===== src/hdl/http_body_chunked_decoder_top_defines.svh =====
// ---------------------------------------------------------------------------
// HTTP body decoder assertion macros
// Shared property forms for the decoder's concurrent assertions.
// ---------------------------------------------------------------------------
`ifndef HTTP_BODY_CHUNKED_DECODER_TOP_DEFINES_SVH
`define HTTP_BODY_CHUNKED_DECODER_TOP_DEFINES_SVH

// The consequent must hold in the same cycle as the antecedent.
`define HBCD_ASSERT_NOW(label, clk, rst_n, ante, cons) \
    label: assert property (@(posedge clk) disable iff (!(rst_n)) (ante) |-> (cons)) \
        else $error("hbcd assertion failed");

// The consequent must hold in the cycle after the antecedent.
`define HBCD_ASSERT_NEXT(label, clk, rst_n, ante, cons) \
    label: assert property (@(posedge clk) disable iff (!(rst_n)) (ante) |=> (cons)) \
        else $error("hbcd assertion failed");

`endif


===== src/hdl/hbcd_pkg.sv =====
// ---------------------------------------------------------------------------
// HTTP body decoder package
// Shared constants and types for the body decoder and its result queue.
// ---------------------------------------------------------------------------
package hbcd_pkg;

    localparam int SIZE_BITS_DEF = 32;
    localparam int LEN_BITS_DEF  = 32;

    localparam int CFG_DATA_BITS = 32;
    localparam int CFG_IDX_BITS  = 1;

    localparam logic [CFG_IDX_BITS-1:0] CFG_BODY_MODE      = 1'd0;
    localparam logic [CFG_IDX_BITS-1:0] CFG_CONTENT_LENGTH = 1'd1;

    localparam logic [1:0] MODE_RAW     = 2'd0;
    localparam logic [1:0] MODE_FIXED   = 2'd1;
    localparam logic [1:0] MODE_CHUNKED = 2'd2;

    localparam logic [1:0] ACT_START = 2'd0;
    localparam logic [1:0] ACT_BYTE  = 2'd1;
    localparam logic [1:0] ACT_END   = 2'd2;

    localparam logic [1:0] KIND_PAYLOAD  = 2'd0;
    localparam logic [1:0] KIND_COMPLETE = 2'd1;
    localparam logic [1:0] KIND_ERROR    = 2'd2;

    localparam logic [2:0] ERR_EOF_SIZE      = 3'd0;
    localparam logic [2:0] ERR_EMPTY_SIZE    = 3'd1;
    localparam logic [2:0] ERR_NON_HEX       = 3'd2;
    localparam logic [2:0] ERR_OVERFLOW      = 3'd3;
    localparam logic [2:0] ERR_DATA_SHORT    = 3'd4;
    localparam logic [2:0] ERR_MISSING_CRLF  = 3'd5;
    localparam logic [2:0] ERR_CONTENT_SHORT = 3'd6;

    localparam logic [7:0] CH_SEMI = 8'h3B;
    localparam logic [7:0] CH_CR   = 8'h0D;
    localparam logic [7:0] CH_LF   = 8'h0A;
    localparam logic [7:0] CH_SP   = 8'h20;
    localparam logic [7:0] CH_TAB  = 8'h09;
    localparam logic [7:0] CH_VT   = 8'h0B;
    localparam logic [7:0] CH_FF   = 8'h0C;

    localparam int Q_DEPTH    = 4;
    localparam int Q_PTR_BITS = $clog2(Q_DEPTH);
    localparam int Q_CNT_BITS = $clog2(Q_DEPTH + 1);

    typedef struct packed {
        logic [1:0] kind;
        logic [7:0] out_byte;
        logic [2:0] error_code;
        logic       last;
    } t_result;

    typedef struct packed {
        logic [1:0] count;
        t_result    res0;
        t_result    res1;
    } t_emit;

endpackage


===== src/hdl/hbcd_core.sv =====
// ---------------------------------------------------------------------------
// HTTP body decoder core
// Holds the body state and turns each accepted transaction into up to two
// results in the same cycle.
// ---------------------------------------------------------------------------
module hbcd_core #(
    parameter int SIZE_BITS = hbcd_pkg::SIZE_BITS_DEF,
    parameter int LEN_BITS  = hbcd_pkg::LEN_BITS_DEF
) (
    input  logic                                i_clk,
    input  logic                                i_rst_n,
    input  logic                                i_cfg_wr_en,
    input  logic [hbcd_pkg::CFG_IDX_BITS-1:0]   i_cfg_index,
    input  logic [hbcd_pkg::CFG_DATA_BITS-1:0]  i_cfg_wdata,
    input  logic                                i_take,
    input  logic [1:0]                          i_action,
    input  logic [7:0]                          i_data_byte,
    output hbcd_pkg::t_emit                     o_emit
);
    import hbcd_pkg::*;

    localparam int CNT_BITS = (SIZE_BITS > LEN_BITS) ? SIZE_BITS : LEN_BITS;

    typedef enum logic [2:0] {
        PH_IDLE,
        PH_RAW,
        PH_FIXED,
        PH_SIZE,
        PH_DATA,
        PH_DCR,
        PH_DLF,
        PH_TRAILER
    } t_phase;

    typedef struct packed {
        logic digit;
        logic ext;
        logic gap;
        logic bad;
        logic ovf;
    } t_line_flags;

    t_phase                r_phase, n_phase;
    logic [1:0]            r_body_mode;
    logic [LEN_BITS-1:0]   r_content_length;
    logic [SIZE_BITS-1:0]  r_accum, n_accum;
    logic [CNT_BITS-1:0]   r_left, n_left;
    t_line_flags           r_flags, n_flags;
    logic                  r_tle, n_tle;
    logic                  r_cr, n_cr;
    t_emit                 emit;
    logic [4:0]            hex;
    logic                  is_space;
    logic [CNT_BITS-1:0]   left_dec;

    function automatic logic [4:0] hex_decode(input logic [7:0] c);
        logic [4:0] v;
        v = 5'd0;
        if (c >= 8'h30 && c <= 8'h39) begin
            v = {1'b1, 4'(c - 8'h30)};
        end else if (c >= 8'h61 && c <= 8'h66) begin
            v = {1'b1, 4'(c - 8'h57)};
        end else if (c >= 8'h41 && c <= 8'h46) begin
            v = {1'b1, 4'(c - 8'h37)};
        end
        return v;
    endfunction

    function automatic t_result mk(input logic [1:0] kind, input logic [7:0] b,
                                   input logic [2:0] code, input logic lst);
        t_result r;
        r.kind       = kind;
        r.out_byte   = b;
        r.error_code = code;
        r.last       = lst;
        return r;
    endfunction

    assign hex      = hex_decode(i_data_byte);
    assign is_space = (i_data_byte == CH_SP) || (i_data_byte == CH_TAB) ||
                      (i_data_byte == CH_CR) || (i_data_byte == CH_VT) ||
                      (i_data_byte == CH_FF);
    assign left_dec = r_left - CNT_BITS'(1);

    always_comb begin
        n_phase    = r_phase;
        n_accum    = r_accum;
        n_left     = r_left;
        n_flags    = r_flags;
        n_tle      = r_tle;
        n_cr       = r_cr;
        emit.count = 2'd0;
        emit.res0  = mk(KIND_PAYLOAD, 8'd0, ERR_EOF_SIZE, 1'b1);
        emit.res1  = mk(KIND_COMPLETE, 8'd0, ERR_EOF_SIZE, 1'b1);
        if (i_take) begin
            case (i_action)
                ACT_START: begin
                    n_accum = '0;
                    n_left  = '0;
                    n_flags = '0;
                    n_tle   = 1'b1;
                    n_cr    = 1'b0;
                    if (r_body_mode == MODE_CHUNKED) begin
                        n_phase = PH_SIZE;
                    end else if (r_body_mode == MODE_FIXED) begin
                        n_left = CNT_BITS'(r_content_length);
                        if (r_content_length == '0) begin
                            n_phase    = PH_IDLE;
                            emit.count = 2'd1;
                            emit.res0  = mk(KIND_COMPLETE, 8'd0, ERR_EOF_SIZE, 1'b1);
                        end else begin
                            n_phase = PH_FIXED;
                        end
                    end else begin
                        n_phase = PH_RAW;
                    end
                end
                ACT_BYTE: begin
                    case (r_phase)
                        PH_RAW: begin
                            emit.count = 2'd1;
                            emit.res0  = mk(KIND_PAYLOAD, i_data_byte, ERR_EOF_SIZE, 1'b1);
                        end
                        PH_FIXED: begin
                            n_left = left_dec;
                            if (left_dec == '0) begin
                                n_phase    = PH_IDLE;
                                emit.count = 2'd2;
                                emit.res0  = mk(KIND_PAYLOAD, i_data_byte, ERR_EOF_SIZE,
                                                1'b0);
                            end else begin
                                emit.count = 2'd1;
                                emit.res0  = mk(KIND_PAYLOAD, i_data_byte, ERR_EOF_SIZE,
                                                1'b1);
                            end
                        end
                        PH_SIZE: begin
                            if (i_data_byte == CH_LF) begin
                                if (!r_flags.digit && !r_flags.bad) begin
                                    n_phase    = PH_IDLE;
                                    emit.count = 2'd1;
                                    emit.res0  = mk(KIND_ERROR, 8'd0, ERR_EMPTY_SIZE, 1'b1);
                                end else if (r_flags.bad) begin
                                    n_phase    = PH_IDLE;
                                    emit.count = 2'd1;
                                    emit.res0  = mk(KIND_ERROR, 8'd0, ERR_NON_HEX, 1'b1);
                                end else if (r_flags.ovf) begin
                                    n_phase    = PH_IDLE;
                                    emit.count = 2'd1;
                                    emit.res0  = mk(KIND_ERROR, 8'd0, ERR_OVERFLOW, 1'b1);
                                end else begin
                                    n_flags = '0;
                                    n_accum = '0;
                                    if (r_accum == '0) begin
                                        n_phase = PH_TRAILER;
                                        n_tle   = 1'b1;
                                        n_cr    = 1'b0;
                                    end else begin
                                        n_left  = CNT_BITS'(r_accum);
                                        n_phase = PH_DATA;
                                    end
                                end
                            end else if (r_flags.ext) begin
                                n_flags = r_flags;
                            end else if (i_data_byte == CH_SEMI) begin
                                n_flags.ext = 1'b1;
                            end else if (is_space) begin
                                if (r_flags.digit || r_flags.bad) begin
                                    n_flags.gap = 1'b1;
                                end
                            end else if (!hex[4] || r_flags.gap || r_flags.bad) begin
                                n_flags.bad = 1'b1;
                            end else begin
                                if (r_accum[SIZE_BITS-1 -: 4] != 4'd0) begin
                                    n_flags.ovf = 1'b1;
                                end
                                n_accum       = {r_accum[SIZE_BITS-5:0], hex[3:0]};
                                n_flags.digit = 1'b1;
                            end
                        end
                        PH_DATA: begin
                            emit.count = 2'd1;
                            emit.res0  = mk(KIND_PAYLOAD, i_data_byte, ERR_EOF_SIZE, 1'b1);
                            n_left     = left_dec;
                            if (left_dec == '0) begin
                                n_phase = PH_DCR;
                            end
                        end
                        PH_DCR: begin
                            if (i_data_byte == CH_CR) begin
                                n_phase = PH_DLF;
                            end else begin
                                n_phase    = PH_IDLE;
                                emit.count = 2'd1;
                                emit.res0  = mk(KIND_ERROR, 8'd0, ERR_MISSING_CRLF, 1'b1);
                            end
                        end
                        PH_DLF: begin
                            if (i_data_byte == CH_LF) begin
                                n_phase = PH_SIZE;
                            end else begin
                                n_phase    = PH_IDLE;
                                emit.count = 2'd1;
                                emit.res0  = mk(KIND_ERROR, 8'd0, ERR_MISSING_CRLF, 1'b1);
                            end
                        end
                        PH_TRAILER: begin
                            if (i_data_byte == CH_LF) begin
                                if (r_tle) begin
                                    n_phase    = PH_IDLE;
                                    emit.count = 2'd1;
                                    emit.res0  = mk(KIND_COMPLETE, 8'd0, ERR_EOF_SIZE, 1'b1);
                                end else begin
                                    n_tle = 1'b1;
                                    n_cr  = 1'b0;
                                end
                            end else if (i_data_byte == CH_CR) begin
                                if (r_cr) begin
                                    n_tle = 1'b0;
                                end
                                n_cr = 1'b1;
                            end else begin
                                n_tle = 1'b0;
                                n_cr  = 1'b0;
                            end
                        end
                        default: begin
                            n_phase = r_phase;
                        end
                    endcase
                end
                ACT_END: begin
                    case (r_phase)
                        PH_RAW, PH_TRAILER: begin
                            n_phase    = PH_IDLE;
                            emit.count = 2'd1;
                            emit.res0  = mk(KIND_COMPLETE, 8'd0, ERR_EOF_SIZE, 1'b1);
                        end
                        PH_FIXED: begin
                            n_phase    = PH_IDLE;
                            emit.count = 2'd1;
                            emit.res0  = mk(KIND_ERROR, 8'd0, ERR_CONTENT_SHORT, 1'b1);
                        end
                        PH_SIZE: begin
                            n_phase    = PH_IDLE;
                            emit.count = 2'd1;
                            emit.res0  = mk(KIND_ERROR, 8'd0, ERR_EOF_SIZE, 1'b1);
                        end
                        PH_DATA: begin
                            n_phase    = PH_IDLE;
                            emit.count = 2'd1;
                            emit.res0  = mk(KIND_ERROR, 8'd0, ERR_DATA_SHORT, 1'b1);
                        end
                        PH_DCR, PH_DLF: begin
                            n_phase    = PH_IDLE;
                            emit.count = 2'd1;
                            emit.res0  = mk(KIND_ERROR, 8'd0, ERR_MISSING_CRLF, 1'b1);
                        end
                        default: begin
                            n_phase = r_phase;
                        end
                    endcase
                end
                default: begin
                    n_phase = r_phase;
                end
            endcase
        end
    end

    always_ff @(posedge i_clk) begin
        if (!i_rst_n) begin
            r_phase          <= PH_IDLE;
            r_body_mode      <= MODE_RAW;
            r_content_length <= '0;
            r_accum          <= '0;
            r_left           <= '0;
            r_flags          <= '0;
            r_tle            <= 1'b1;
            r_cr             <= 1'b0;
        end else begin
            r_phase <= n_phase;
            r_accum <= n_accum;
            r_left  <= n_left;
            r_flags <= n_flags;
            r_tle   <= n_tle;
            r_cr    <= n_cr;
            if (i_cfg_wr_en) begin
                case (i_cfg_index)
                    CFG_BODY_MODE: begin
                        r_body_mode <= i_cfg_wdata[1:0];
                    end
                    CFG_CONTENT_LENGTH: begin
                        r_content_length <= LEN_BITS'(i_cfg_wdata);
                    end
                    default: begin
                        r_body_mode <= r_body_mode;
                    end
                endcase
            end
        end
    end

    assign o_emit = emit;

endmodule


===== src/hdl/http_body_chunked_decoder_top.sv =====
// Each result is registered into the result queue and offered from its head.
// Throughput: one input transaction per cycle; the result queue holds four
// entries and input is taken while at least two are free.
// A fixed-length body's final byte yields two results, a payload and a completion.
// Reset is synchronous and active low; it empties the queue, idles the decoder
// and restores the register defaults.
// ---------------------------------------------------------------------------
// HTTP body decoder top level
// Decodes raw, fixed-length and chunked bodies and queues the results.
// ---------------------------------------------------------------------------
`include "http_body_chunked_decoder_top_defines.svh"

module http_body_chunked_decoder_top #(
    parameter int SIZE_BITS = hbcd_pkg::SIZE_BITS_DEF,
    parameter int LEN_BITS  = hbcd_pkg::LEN_BITS_DEF
) (
    input  logic                                i_clk,
    input  logic                                i_rst_n,
    input  logic                                i_cfg_wr_en,
    input  logic [hbcd_pkg::CFG_IDX_BITS-1:0]   i_cfg_index,
    input  logic [hbcd_pkg::CFG_DATA_BITS-1:0]  i_cfg_wdata,
    input  logic                                i_valid,
    output logic                                o_ready,
    input  logic [1:0]                          i_action,
    input  logic [7:0]                          i_data_byte,
    output logic                                o_valid,
    input  logic                                i_ready,
    output logic [1:0]                          o_kind,
    output logic [7:0]                          o_out_byte,
    output logic [2:0]                          o_error_code,
    output logic                                o_last
);
    import hbcd_pkg::*;

    t_emit                  emit;
    t_result                r_q [Q_DEPTH];
    logic [Q_PTR_BITS-1:0]  r_wr_ptr;
    logic [Q_PTR_BITS-1:0]  r_rd_ptr;
    logic [Q_CNT_BITS-1:0]  r_count, n_count;
    logic                   take;
    logic                   pop;
    t_result                head;

    assign o_ready = (r_count <= Q_CNT_BITS'(Q_DEPTH - 2));
    assign take    = i_valid && o_ready;
    assign o_valid = (r_count != '0);
    assign pop     = o_valid && i_ready;
    assign n_count = r_count + Q_CNT_BITS'(emit.count) - Q_CNT_BITS'(pop);

    hbcd_core #(
        .SIZE_BITS (SIZE_BITS),
        .LEN_BITS  (LEN_BITS)
    ) u_core (
        .i_clk       (i_clk),
        .i_rst_n     (i_rst_n),
        .i_cfg_wr_en (i_cfg_wr_en),
        .i_cfg_index (i_cfg_index),
        .i_cfg_wdata (i_cfg_wdata),
        .i_take      (take),
        .i_action    (i_action),
        .i_data_byte (i_data_byte),
        .o_emit      (emit)
    );

    always_ff @(posedge i_clk) begin
        if (emit.count != 2'd0) begin
            r_q[r_wr_ptr] <= emit.res0;
        end
        if (emit.count == 2'd2) begin
            r_q[Q_PTR_BITS'(r_wr_ptr + 1'b1)] <= emit.res1;
        end
    end

    always_ff @(posedge i_clk) begin
        if (!i_rst_n) begin
            r_wr_ptr <= '0;
            r_rd_ptr <= '0;
            r_count  <= '0;
        end else begin
            r_wr_ptr <= Q_PTR_BITS'(r_wr_ptr + Q_PTR_BITS'(emit.count));
            if (pop) begin
                r_rd_ptr <= Q_PTR_BITS'(r_rd_ptr + 1'b1);
            end
            r_count <= n_count;
        end
    end

    assign head         = r_q[r_rd_ptr];
    assign o_kind       = head.kind;
    assign o_out_byte   = head.out_byte;
    assign o_error_code = head.error_code;
    assign o_last       = head.last;

    `HBCD_ASSERT_NOW(a_q_bound, i_clk, i_rst_n, 1'b1, r_count <= Q_CNT_BITS'(Q_DEPTH))
    `HBCD_ASSERT_NOW(a_err_last, i_clk, i_rst_n, o_valid && (o_kind == KIND_ERROR), o_last)
    `HBCD_ASSERT_NEXT(a_more_follows, i_clk, i_rst_n, o_valid && i_ready && !o_last, o_valid)

endmodule


===== config.mk =====
export PLATFORM = sky130hd
export DESIGN_NAME = http_body_chunked_decoder_top
export DESIGN_NICKNAME = d
export VERILOG_FILES = /design/src/hdl/hbcd_pkg.sv /design/src/hdl/hbcd_core.sv /design/src/hdl/http_body_chunked_decoder_top.sv
export VERILOG_INCLUDE_DIRS = /design/src /design/src/hdl
export SDC_FILE = /design/constraint.sdc
export NUM_CORES = 1
export LEC_CHECK = 0
export ABC_AREA = 1
export ABC_CLOCK_PERIOD_IN_PS = 3200
export CAP_MARGIN = 40
export CORE_UTILIZATION = 52
export CTS_CLUSTER_DIAMETER = 30
export DETAILED_ROUTE_END_ITERATION = 8
export DONT_BUFFER_PORTS = 1
export PLACE_DENSITY = 0.64
export SYNTH_ARGS = -nofsm -noshare
export SYNTH_HDL_FRONTEND = slang
export SYNTH_SLANG_ARGS = --single-unit
export TNS_END_PERCENT = 30

===== constraint.sdc =====
create_clock -name i_clk -period 3.2 [get_ports i_clk]
set_input_delay 0.48 -clock i_clk [delete_from_list [all_inputs] [get_ports i_clk]]
set_output_delay 0.48 -clock i_clk [all_outputs]
set_load 0.02 [all_outputs]

# [Word-level counts from Yosys, hierarchy flattened]
# Memories as Yosys holds them, arrays and structs flattened. A register that Yosys moved wholly into a read port is not among the register bits.
# Index checks and enable logic that the tools add are counted.
[op_classes] n_eq_ne=47 n_addsub=9 muxes=99 n_lt_le_gt_ge=7 bitwise_logic=1 n_reduce_logical=41
[ops] operator="$mux 32" count=16
[ops] operator="$pmux 32 s2" count=3
[ops] operator="$mux 16" count=8
[ops] operator="$logic_not 32->1" count=3
[ops] operator="$pmux 16 s6" count=1
[ops] operator="$mux 15" count=5
[ops] operator="$pmux 15 s5" count=1
[ops] operator="$pmux 16 s3" count=1
[ops] operator="$mux 5" count=9
[ops] operator="$eq 8x4->1 const B" count=5
[ops] operator="$mux 3" count=12
[ops] operator="$ne 3x3->1 const B" count=11
[ops] operator="$sub 32x1->32 const B" count=1
[ops] operator="$reduce_and 10->1" count=3
[ops] operator="$mux 1" count=29
[ops] operator="$reduce_and 9->1" count=3
[ops] operator="$ne 3x2->1 const B" count=7
[ops] operator="$pmux 3 s6" count=1
[ops] operator="$eq 8x6->1 const B" count=2
[ops] operator="$ge 8x7->1 const B" count=2
[ops] operator="$le 8x7->1 const B" count=2
[ops] operator="$reduce_and 8->1" count=2
[ops] operator="$ne 3x1->1 const B" count=5
[ops] operator="$mux 2" count=7
[ops] operator="34 further kinds" count=65
[word_totals] word_cells=220 mem_count=1 output_inout_bits=16 reg_bits=115 mem_bits_rw=56
[mem_list] name="r_q" words=4 word_bits=14 rd=1 rd_clocked_by_memory_dff=1 write_ports=2 line_no="http_body_chunked_decoder_top.sv:36" rtl="t_result r_q [Q_DEPTH];"

# [Logic depth before layout (Yosys ltp)]
[depth] word_depth=15 depth_mapped=24

# [By module]
# From an unflattened synthesis, not the netlist that was laid out.
[unflattened] cells_unflattened=1434 area_unflattened_um2=10324.9
[by_module_without_submodules] module="hbcd_core" seq_area_each_um2=2162.1 cells_each=1092 instances=1 area_each_um2=6980.4
[by_module_without_submodules] module="http_body_chunked_decoder_top" seq_area_each_um2=1861.8 cells_each=342 instances=1 area_each_um2=3344.5

# [Least setup slack after synthesis]
# No wires, ideal clock.
[synth_timing] path_kind="flip-flop to flip-flop" from="register u_core.r_left[0]" to="register r_count[2]" path_buffers=0 path_slack_ps=354 setup_time_ps=120 arrival_ps=2726 synth_period_minus_slack_ps=2846 stages_incl_launch_ff=19 required_time_ps=3080 cell_sequence="dfxtp_1 inv_1 ha_1 nand2_1 nor2_2 nand3_1 nand2_1 nand2_1 nor2_1 nand2_1 nor2_1 nand4_1 nor2_2 inv_2 ha_1 inv_1 fa_1 o21ai_0 a21oi_1"
[synth_between] elab_chain_cells=8
[synth_lines] element="start, declared" line_no="hbcd_core.sv:47" rtl="logic [CNT_BITS-1:0] r_left, n_left;"
[synth_lines] element="start signal, assigned" line_no="hbcd_core.sv:284" rtl="r_left <= n_left;"
[synth_lines] element="$sub 32x1->32" line_no="hbcd_core.sv:83" rtl="assign left_dec = r_left - CNT_BITS'(1);"
[synth_lines] element="$logic_not 32->1" line_no="hbcd_core.sv:126" rtl="if (left_dec == '0) begin"
[synth_lines] element="$mux 16" line_no="hbcd_core.sv:126"
[synth_lines] element="$pmux 16 s6" line_no="hbcd_core.sv:119" rtl="case (r_phase)"
[synth_lines] element="$pmux 16 s3" line_no="hbcd_core.sv:96" rtl="case (i_action)"
[synth_lines] element="$mux 16" line_no="hbcd_core.sv:95" rtl="if (i_take) begin"
[synth_lines] element="$add 3x2->3" line_no="http_body_chunked_decoder_top.sv:48" rtl="assign n_count = r_count + Q_CNT_BITS'(emit.count) - Q_CNT_BITS'(pop);"
[synth_lines] element="$sub 3x1->3" line_no="http_body_chunked_decoder_top.sv:48"
[synth_lines] element="end signal, assigned" line_no="http_body_chunked_decoder_top.sv:84" rtl="r_count <= n_count;"
[synth_lines] element="end, declared" line_no="http_body_chunked_decoder_top.sv:39" rtl="logic [Q_CNT_BITS-1:0] r_count, n_count;"
# No other way between the ends.
# A chain may end at the register's enable or synchronous reset.

# [Final worst setup path]
[layout_timing] from="register u_core.r_left[16]" to="register r_count[1]"
[layout_between] elab_chain_cells=8
[layout_lines] element="$sub 32x1->32" line_no="hbcd_core.sv:83"
[layout_lines] element="$logic_not 32->1" line_no="hbcd_core.sv:126"
[layout_lines] element="$mux 16" line_no="hbcd_core.sv:126"
[layout_lines] element="$pmux 16 s6" line_no="hbcd_core.sv:119"
[layout_lines] element="$pmux 16 s3" line_no="hbcd_core.sv:96"
[layout_lines] element="$mux 16" line_no="hbcd_core.sv:95"
[layout_lines] element="$add 3x2->3" line_no="http_body_chunked_decoder_top.sv:48"
[layout_lines] element="$sub 3x1->3" line_no="http_body_chunked_decoder_top.sv:48"
[layout_lines] element="named net n_count[1]" line_no="http_body_chunked_decoder_top.sv:39"
# The timed path passes the listed nets, and every way through them passes these cells.

==> reports/metrics.csv <==
stage;metric;value;unit
outcome;status;finished, final reports clean;
job;maxcap violations;0;
finish;# diodes;0;
route;ANT nets after route;0;
sta;Max Fclk;328;MHz
sta;Tcrit/Tclk final;0.954;
setup_path;CP Data Arrival Time;3.44;ns
cts;clock slew at reported path FFs;0.07;ns
cts;clk buf depth;2;
floorplan;Die H;140;um
setup_path;setup slack, reg-to-reg;0.15;ns
floorplan;Initial Util;0.529;
setup_path;CP Depth;17;
grt;Tot GR Track Use;0.309;
cts;total CTS buffers;17;
cts;CTS tree;built;
pwr;Pleak;4.70;nW
cts;Root Driver;clkbuf_16;
setup_path;Worst EP required;3.59;ns
synth;sequential area share after synthesis;0.350;
grt;M2 GR Usage;0.451;
setup_path;Setup Crit Path Kind;flip-flop to flip-flop;
pwr;Pwr Density;718;nW/um^2
synth;asr flop ratio synth;0;
floorplan;Die ar.;19600;um^2
pwr;Net Switching;0.00338;W
pwr;peak supply drop;0.000432;V
pwr;logic gate share of total power;0.398;
synth;Netlist cell types;50;
sta;Tmin final;3.05;ns
route;Routed wire per std cell;17.4;um
sta;Final setup viols;0;
grt;grt met3 use;0.0619;
placed_design;routability cong.;1.05;
synth;synthesis-stage register bit count;173;
sta;Layout Skew;0.0106;ns
synth;EDFF count, synth;0;
cts;Clock Latency Late Sink;0.44;ns
pwr;switching part of the total;0.432;
route;routed vias/inst;5.83;
cts;H-Tree Level Count;4;
grt;initial antenna violation count;0;
route;drt drc;0;
finish;fin util;0.582;
floorplan;Core ar.;18700;um^2
grt;number of global-route vias before repair;8866;
placed_design;IO buf count;0;
route;via count;10169;
finish;Multi-input gate area;5670;um^2
finish;most frequent cells in the layout;267 x nand2_1, 249 x nor2_1, 170 x dfxtp_1;
setup_path;CP max stage delay;0.55;ns
route;total wire length;30300;um
route;Pre-antenna DRT Iters;6;
finish;most common cell after layout, fill and taps aside;nand2_1;
sta;fin. max-slew vios;0;
grt;largest net degree at the start of global routing;61;
grt;Overflow after GRT;0;
cts;CTS Sinks;173;
setup_path;crit end category;flip-flop;
finish;layout cell share with drive strength beyond 1;0.115;
hold_path;Worst Hold Class;input pin to flip-flop;
pwr;total power;0.00782;W
floorplan;cell row count;50;
route;Starting DRT DRC Count;881;
placed_design;HPWL after DPL;22100;um
sta;headroom to the max-slew limit;0.453;
setup_path;CP bufs+invs;3;
synth;syn_nets;1575;
pwr;sequential share of power;0.341;
setup_path;critical path's slowest cell;fa_2;
sta;setup tns final;0;ns
floorplan;die width;140;um
sta;worst-margin pin slew;0.816;ns
synth;Mapped Cells;1511;
grt;gr busiest metal;met1;
synth;post-synthesis cell area;9890;um^2
setup_path;critical-path cell list;nor2_1 -> nand2_1 -> nor2_1 -> nand2_1 -> o21ai_0 -> nand2_1 -> nor2_1 -> nand2_1 -> nor2_2 -> nand4_1 -> nor2_2 -> inv_2 -> ha_1 -> inv_1 -> fa_2 -> nand2_1 -> inv_1;
sta;final hold violations;0;
pwr;Int Pwr;0.00444;W
setup_path;most frequent CP cell;nand2_1;
setup_path;Largest delay share family, worst path;simple AND/OR/NAND/NOR gates;
setup_path;Worst Reg2Reg Path Length in Cells;17;
finish;area growth from synthesis to layout;10.1;%
setup_path;Worst Path Max Fanout;4;
finish;# nets final;1560;
grt;met1 usage in global routing;0.454;
synth;Avg Cell Area, Syn;6.55;um^2
finish;register area;3470;um^2
hold_path;hold path cells;2;
grt;first-pass GRT wire length;47400;um
floorplan;Ports;64;
synth;ys flop type;dfxtp_1;
synth;Ys Warns;0;
finish;fillers;1855;
setup_path;CP startpoint kind;flip-flop;
pwr;power share of the clock group;0.260;
## power groups by stage
| stage | Combinational (W) | Sequential (W) | Clock, W |
|---|---|---|---|
| after floorplan | 0.00222 | 0.00265 | 0 |
| after global placement | 0.00290 | 0.00270 | 0 |
| final | 0.00312 | 0.00267 | 0.00204 |
| after detailed placement | 0.00290 | 0.00271 | 0 |
| after CTS | 0.00293 | 0.00266 | 0.00206 |
| after global routing | 0.00344 | 0.00270 | 0.00216 |
## state kept, by name, indices dropped and copies added (netlist names), named ones only
signal and cells:
r_q 56, u_core.r_accum 32, u_core.r_content_length 32, u_core.r_left 32
u_core.r_flags 5, r_count 3, u_core.r_phase 3, r_rd_ptr 2
r_wr_ptr 2, u_core.r_body_mode 2, u_core.r_cr 1, u_core.r_tle 1
## worst register-to-register path, delay by kind of cell, from the launching register on
| family | cells | cell delay (ns) |
|---|---|---|
| adder cells (fa/ha/maj) | 2 | 0.82 |
| AND/OR/NAND/NOR | 11 | 1.52 |
| AO/OA/AOI/OAI | 1 | 0.15 |
| flip-flops | 1 | 0.37 |
| buffers and inverters | 3 | 0.14 |
## cell usage after synthesis, types with 2 or more instances
cell,count,share of area
buf_12,2,0.0040
buf_8,2,0.0030
xor2_1,4,0.0035
a221oi_1,21,0.019
nor2_1,265,0.10
nor2_2,12,0.0076
o211ai_1,14,0.011
o22ai_1,26,0.016
clkinv_1,4,0.0015
buf_2,12,0.0061
or2_2,2,0.0013
nor3_1,7,0.0035
ha_1,15,0.019
inv_2,6,0.0023
a21oi_1,105,0.053
o21ai_0,117,0.059
nand3_1,147,0.074
a211oi_1,9,0.0068
nand2_4,2,0.0023
nand2_2,5,0.0032
clkbuf_1,58,0.022
nor4_1,17,0.011
o21bai_1,6,0.0046
nand4_1,17,0.011
a21oi_2,32,0.028
buf_1,5,0.0019
o21ai_1,4,0.0020
inv_1,128,0.049
dfxtp_1,173,0.35
o21a_1,2,0.0015
nand2_1,273,0.10
## stage by stage
| stage | setup WS [ns] | instances | instance area (um^2) | hold slack [ns] |
|---|---|---|---|---|
| final | 0.148 | 1743 | 10900 | 0.144 |
| after global routing | -0.0314 | 1743 | 10900 | 0.142 |
| after CTS | 0.00738 | 1738 | 10700 | 0.136 |
| after detailed placement | -0.0371 | 1705 | 10200 | 0.445 |
| after global placement | 0.0194 | 1705 | 10200 | 0.441 |
| after floorplan | 0.354 | 1511 | 9890 | 0.424 |
## final timing paths
kind	from	endpoint
setup / recovery	u_core.r_left[16]	r_count[1]
hold / removal	i_rst_n	r_wr_ptr[0]
setup reg to reg	u_core.r_left[16]	r_count[1]
hold reg to reg	r_q[3][0]	r_q[3][0]
## cells by family after synthesis
kind of cell	share of synthesized area
buffers and inverters	0.0906
DFF	0.350
adders and majority gates	0.0210
AOI/OAI and AO/OA	0.210
xor gates and xnor gates	0.00443
and+or+nand+nor	0.324
## area by class of cell
class                      instances  share of cell area
clock buffer                      18              0.0394
clock inverter                    14              0.0132
inverter                         138              0.0478
multi-input combinational       1121               0.520
sequential                       173               0.318
tap                              234              0.0269
timing repair buffer              45              0.0345
## routing by layer
| metal | vias up | wire length, um |
|---|---|---|
| met5 | - | 0 |
| met4 | 0 | 692 |
| met3 | 55 | 2570 |
| met2 | 402 | 12900 |
| met1 | 4674 | 14100 |
| li1 | 5038 | - |
## what timing repair did
item | 4_1_cts | 5_1_grt
cloned | 0 | 1
hold buffers | 0 | 0
setup buffers | 1 | 4
setup endpoints to repair | 1 | 52
gates resized for setup | 2 | 37
pin swaps | 0 | 11
No activity file was read; power rests on OpenSTA's default activity.
